**config.mk**
```make
export PLATFORM = sky130hd
export DESIGN_NAME = pixel_format_converter
export DESIGN_NICKNAME = d
export VERILOG_FILES = /design/src/design/pfc_pkg.sv /design/src/design/pixel_format_converter.sv /design/src/design/pfc_expand.sv /design/src/design/pfc_pack.sv
export SDC_FILE = /design/constraint.sdc
export NUM_CORES = 1
export LEC_CHECK = 0
export ABC_AREA = 1
export BUFFER_PORTS_ARGS = -buffer_cell sky130_fd_sc_hd__buf_2
export CORE_ASPECT_RATIO = 2
export CORE_UTILIZATION = 45
export DETAILED_ROUTE_END_ITERATION = 8
export GPL_ROUTABILITY_DRIVEN = 0
export GPL_TIMING_DRIVEN = 0
export PLACE_DENSITY = 0.66
export SYNTH_ARGS = -nofsm -noshare
export SYNTH_HDL_FRONTEND = slang
export SYNTH_SLANG_ARGS = --single-unit
```
**constraint.sdc**
```tcl
create_clock -name aclk -period 11.51 [get_ports aclk]
set_input_delay 1.7265 -clock aclk [delete_from_list [all_inputs] [get_ports aclk]]
set_output_delay 1.7265 -clock aclk [all_outputs]
set_load 0.05 [all_outputs]
```
**src/design/pfc_pkg.sv**
```systemverilog
`timescale 1ns / 1ps
// pfc_pkg: format codes, configuration indexes and channel types
// for the pixel format converter; no dependencies

package pfc_pkg;

    localparam int PIXEL_W = 32;
    localparam int BYTES_W = 3;
    localparam int FMT_W   = 3;
    localparam int CFG_IDX_W = 1;

    typedef logic [FMT_W-1:0]     fmt_t;
    typedef logic [CFG_IDX_W-1:0] cfg_idx_t;
    typedef logic [PIXEL_W-1:0]   pixel_t;
    typedef logic [BYTES_W-1:0]   nbytes_t;

    localparam fmt_t FMT_RGBA8   = 3'd0;
    localparam fmt_t FMT_RGBA4   = 3'd1;
    localparam fmt_t FMT_RGB5_A1 = 3'd2;
    localparam fmt_t FMT_RGB565  = 3'd3;
    localparam fmt_t FMT_LA8     = 3'd4;
    localparam fmt_t FMT_L8      = 3'd5;

    localparam cfg_idx_t CFG_SRC_FORMAT = 1'b0;
    localparam cfg_idx_t CFG_DST_FORMAT = 1'b1;

    localparam nbytes_t NBYTES_4 = 3'd4;
    localparam nbytes_t NBYTES_2 = 3'd2;
    localparam nbytes_t NBYTES_1 = 3'd1;

    typedef struct packed {
        logic [7:0] r;
        logic [7:0] g;
        logic [7:0] b;
        logic [7:0] a;
    } rgba_t;

endpackage

```
**src/design/pixel_format_converter.sv**
```systemverilog
`timescale 1ns / 1ps
// pixel_format_converter: top level, input register, expand and pack logic,
// result register; depends on pfc_pkg, pfc_expand and pfc_pack
// throughput: one pixel per cycle while m_ready does not stall, set by the two-stage register pipeline
// reset: synchronous active-low aresetn empties both stages and sets
// both format registers to rgba8

module pixel_format_converter (
    input  logic              aclk,
    input  logic              aresetn,
    input  logic              cfg_wr_en,
    input  pfc_pkg::cfg_idx_t cfg_index,
    input  pfc_pkg::fmt_t     cfg_wdata,
    input  logic              s_valid,
    output logic              s_ready,
    input  pfc_pkg::pixel_t   s_src_pixel,
    input  logic              s_last_in,
    output logic              m_valid,
    input  logic              m_ready,
    output pfc_pkg::pixel_t   m_dst_pixel,
    output pfc_pkg::nbytes_t  m_dst_bytes,
    output logic              m_last_out
);
    import pfc_pkg::*;

    fmt_t    src_format_reg;
    fmt_t    dst_format_reg;

    logic    in_valid_reg;
    logic    in_valid_next;
    pixel_t  in_pixel_reg;
    logic    in_last_reg;

    logic    out_valid_reg;
    logic    out_valid_next;
    pixel_t  out_pixel_reg;
    nbytes_t out_bytes_reg;
    logic    out_last_reg;

    logic    out_load;
    rgba_t   rgba;
    pixel_t  pack_pixel;
    nbytes_t pack_bytes;

    // format registers
    always_ff @(posedge aclk) begin
        if (!aresetn) begin
            src_format_reg <= FMT_RGBA8;
            dst_format_reg <= FMT_RGBA8;
        end else if (cfg_wr_en) begin
            case (cfg_index)
                CFG_SRC_FORMAT: src_format_reg <= cfg_wdata;
                CFG_DST_FORMAT: dst_format_reg <= cfg_wdata;
                default: ;
            endcase
        end
    end

    assign out_load = !out_valid_reg || m_ready;
    assign s_ready  = !in_valid_reg || out_load;

    assign in_valid_next  = s_ready ? s_valid : in_valid_reg;
    assign out_valid_next = out_load ? in_valid_reg : out_valid_reg;

    // input stage
    always_ff @(posedge aclk) begin
        if (!aresetn) begin
            in_valid_reg <= 1'b0;
        end else begin
            in_valid_reg <= in_valid_next;
        end
    end

    always_ff @(posedge aclk) begin
        if (s_valid && s_ready) begin
            in_pixel_reg <= s_src_pixel;
            in_last_reg  <= s_last_in;
        end
    end

    pfc_expand u_expand (
        .src_format (src_format_reg),
        .src_pixel  (in_pixel_reg),
        .rgba       (rgba)
    );

    pfc_pack u_pack (
        .dst_format (dst_format_reg),
        .rgba       (rgba),
        .dst_pixel  (pack_pixel),
        .dst_bytes  (pack_bytes)
    );

    // result stage
    always_ff @(posedge aclk) begin
        if (!aresetn) begin
            out_valid_reg <= 1'b0;
        end else begin
            out_valid_reg <= out_valid_next;
        end
    end

    always_ff @(posedge aclk) begin
        if (out_load && in_valid_reg) begin
            out_pixel_reg <= pack_pixel;
            out_bytes_reg <= pack_bytes;
            out_last_reg  <= in_last_reg;
        end
    end

    assign m_valid     = out_valid_reg;
    assign m_dst_pixel = out_pixel_reg;
    assign m_dst_bytes = out_bytes_reg;
    assign m_last_out  = out_last_reg;

endmodule

```
**src/design/pfc_expand.sv**
```systemverilog
`timescale 1ns / 1ps
// pfc_expand: unpacks one source pixel into rgba8 channels
// depends on pfc_pkg

module pfc_expand (
    input  pfc_pkg::fmt_t   src_format,
    input  pfc_pkg::pixel_t src_pixel,
    output pfc_pkg::rgba_t  rgba
);
    import pfc_pkg::*;

    logic [15:0] h;

    assign h = src_pixel[15:0];

    always_comb begin
        rgba = '0;
        case (src_format)
            FMT_RGBA8: begin
                rgba.r = src_pixel[7:0];
                rgba.g = src_pixel[15:8];
                rgba.b = src_pixel[23:16];
                rgba.a = src_pixel[31:24];
            end
            FMT_RGBA4: begin
                rgba.r = {h[15:12], 4'b0};
                rgba.g = {h[11:8], 4'b0};
                rgba.b = {h[7:4], 4'b0};
                rgba.a = {h[3:0], 4'b0};
            end
            FMT_RGB5_A1: begin
                rgba.r = {h[15:11], 3'b0};
                rgba.g = {h[10:6], 3'b0};
                rgba.b = {h[5:1], 3'b0};
                rgba.a = {8{h[0]}};
            end
            FMT_RGB565: begin
                rgba.r = {h[15:11], 3'b0};
                rgba.g = {h[10:5], 2'b0};
                rgba.b = {h[4:0], 3'b0};
                rgba.a = 8'hff;
            end
            FMT_LA8: begin
                rgba.r = src_pixel[7:0];
                rgba.g = src_pixel[7:0];
                rgba.b = src_pixel[7:0];
                rgba.a = src_pixel[15:8];
            end
            FMT_L8: begin
                rgba.r = src_pixel[7:0];
                rgba.g = src_pixel[7:0];
                rgba.b = src_pixel[7:0];
                rgba.a = 8'hff;
            end
            default: begin
                rgba = '0;
            end
        endcase
    end

endmodule

```
**src/design/pfc_pack.sv**
```systemverilog
`timescale 1ns / 1ps
// pfc_pack: packs rgba8 channels into the destination format,
// including the luminance average; depends on pfc_pkg

module pfc_pack (
    input  pfc_pkg::fmt_t    dst_format,
    input  pfc_pkg::rgba_t   rgba,
    output pfc_pkg::pixel_t  dst_pixel,
    output pfc_pkg::nbytes_t dst_bytes
);
    import pfc_pkg::*;

    localparam logic [10:0] RECIP3 = 11'd683;

    logic [9:0]  lum_sum;
    logic [20:0] lum_prod;
    logic [7:0]  lum;

    // divide by 3 via reciprocal, exact for sums up to 765
    assign lum_sum  = 10'(rgba.r) + 10'(rgba.g) + 10'(rgba.b);
    assign lum_prod = 21'(lum_sum) * 21'(RECIP3);
    assign lum      = lum_prod[18:11];

    always_comb begin
        dst_pixel = '0;
        dst_bytes = NBYTES_4;
        case (dst_format)
            FMT_RGBA4: begin
                dst_pixel = {16'b0, rgba.r[7:4], rgba.g[7:4], rgba.b[7:4], rgba.a[7:4]};
                dst_bytes = NBYTES_2;
            end
            FMT_RGB5_A1: begin
                dst_pixel = {16'b0, rgba.r[7:3], rgba.g[7:3], rgba.b[7:3], rgba.a[7]};
                dst_bytes = NBYTES_2;
            end
            FMT_RGB565: begin
                dst_pixel = {16'b0, rgba.r[7:3], rgba.g[7:2], rgba.b[7:3]};
                dst_bytes = NBYTES_2;
            end
            FMT_LA8: begin
                dst_pixel = {16'b0, rgba.a, lum};
                dst_bytes = NBYTES_2;
            end
            FMT_L8: begin
                dst_pixel = {24'b0, lum};
                dst_bytes = NBYTES_1;
            end
            default: begin
                dst_pixel = {rgba.a, rgba.b, rgba.g, rgba.r};
                dst_bytes = NBYTES_4;
            end
        endcase
    end

endmodule
```
==> impl_results.md <==
- Post_cts resized: 0
- TNS Setup: 0 ns
- Yosys warns: 0
- Levels on crit path: 33
- Finish-stage setup viols: 0
- Initial core utilization: 0.459
- Run status: finished with violations
- CTS tree: built
- DR pass1 iterations: 7
- Worst skew pair latency: 0.34 ns
- Vias in the first global route: 5,342
- Starting DRC count in detailed routing: 274
- Max Fclk: 0.130 GHz
- CP Class: reg2reg
- Post-Route WL: 16.8 mm
- Synthesized area per cell: 8.83 um^2
- Antenna Cells: 0
- Layout cells sized above 1: 0.181
- Hold bufs inserted after CTS: 0
- Critical Path AT: 7.73 ns
- Failing checks: design-rule violations
- Max-Cap Viols: 0
- DRC: 4
- Via count: 5,221
- Unrepaired setup endpoints after global routing: no
- Crit end category: flop
- Worst setup SP type: flop
- Synth cell types: 50
- Setup slack, reg-to-reg: 3.84 ns
- CTS clk-pin slew, worst paths: 0.06 ns
- Max-Slew Margin vs Limit: 0.264
- Die area: 14,100 um^2
- Root Driver: clkbuf_16
- Crit-path most repeated cell: ha_1
- Largest net degree at the start of global routing: 34
- Final worst clock skew: 0.0150 ns
- Crit path max-delay cell type: o221ai_1
- Synth area leader: edfxtp_1
- IO Pins: 80
- Wire per inst: 17.7 um
- # rows: 60
- Core Box Area: 13,400 um^2
- Setup bufs post-CTS: 0
- H-tree depth: 3
- Reg-to-reg startpoint: src_format_reg[1]
- Worst Path Buf+Inv: 6
- Synthesis-to-layout area growth: 14.8%
- Period utilisation layout: 0.667
- Syn nets: 829
- Yosys reg bits: 77
- Mapped cell area: 6140 um^2
- Hold Path Class: reg2reg
- Hold Path Depth: 0
- First-pass GRT wire length: 25.8 mm
- Worst EP required: 11.57 ns
- Die width: 84.6 um
- Remaining Overflow, GRT: 0
- TritonCTS buffer count: 9
- Vias per std cell: 5.52
- Ys async rst share: 0
- Period minus WS final: 7.67 ns
- DPL Wire Length: 13.9 mm
- Hold_sp: in_last_reg
- Seq/Total Area, Yosys: 0.364
- Top_reg_cell synth: edfxtp_1
- Slew at the pin closest to its max-slew limit: 1.10 ns
- Final Hold Fails: 0
- Routed Antenna Nets: 0
- Critical path's top delay family: adder cells
- Chip height: 167 um
- Share of the synthesized area in the top cell type: 0.338
- Top post-synthesis cells by area: edfxtp_1 34%, ha_1 15%, nand2_1 8.6%
- Crit path largest cell delay: 0.45 ns
- Final net count: 920
- Critical Path Fanout Max: 10
- CTS Sinks: 77
- Initial antenna violation count: 0
- EDFF count, synth: 69
- Top-count cell post-synth: nand2_1
- R2R depth: 33
- Fin. max-slew vios: 0
- Port Buf Inserts: 79
- Synthesized instance count: 695
- Synth top cells by count: 140 x nand2_1, 111 x inv_1, 74 x ha_1
- Critical Path Source: src_format_reg[1]
- Max clock buf depth: 2
- Total track usage: 0.246
logic make-up after synthesis:
family	count (synthesis)	synth area share
flip-flops	77	0.364
adder cells (fa/ha/maj)	92	0.210
AO/OA/AOI/OAI	132	0.133
XOR/XNOR	20	0.0316
AND/OR/NAND/NOR	247	0.179
buffers and inverters	127	0.0824
cell type report:
| type | count | area [um^2] |
|---|---|---|
| buffer | 8 | 56.3 |
| clock buffer | 11 | 233 |
| clock inverter | 5 | 52.6 |
| fill | 1283 | 6320 |
| inverter | 119 | 449 |
| multi-input combinational | 491 | 3410 |
| sequential | 77 | 2230 |
| tap | 155 | 194 |
| timing repair buffer | 80 | 415 |
layer usage:
metal,GRT usage,wire length (um)
met1,0.197,5010
met2,0.468,9360
met3,0.0389,653
met4,0.253,1730
met5,0,0
cell usage in the layout (no fill, tap or decap), types with 13 or more instances in the layout:
cell type  synthesis  final
o21ai_0           31     31
edfxtp_1          69     69
nand2_1          140    140
o22ai_1           13     13
nor2_1            42     42
buf_2              3     82
fa_1              18     18
nand3_1           27     27
xor2_1            14     14
inv_1            111    111
ha_1              74     74
a21oi_1           44     43
through the flow:
stage / cell area, um^2 / worst slack (ns) / hold slack, ns / utilization / instances
2_1_floorplan: 6140 / 4.86 / 0.400 / - / 695
6_report: 7040 / 3.84 / 0.423 / 0.527 / 946
4_1_cts: 7040 / 3.83 / 0.419 / 0.527 / 946
3_5_place_dp: 6760 / 3.85 / 0.406 / 0.506 / 930
5_1_grt: 7040 / 3.36 / 0.434 / 0.527 / 946
3_3_place_gp: 6730 / 3.84 / 0.401 / 0.503 / 929
final timing paths:
check              endpoint
min              m_last_out
min reg2reg      m_last_out
max reg2reg  m_dst_pixel[4]
max          m_dst_pixel[4]
Power is not shown: default switching activity piles up to over one toggle a cycle in this logic, so the estimate is an artifact.
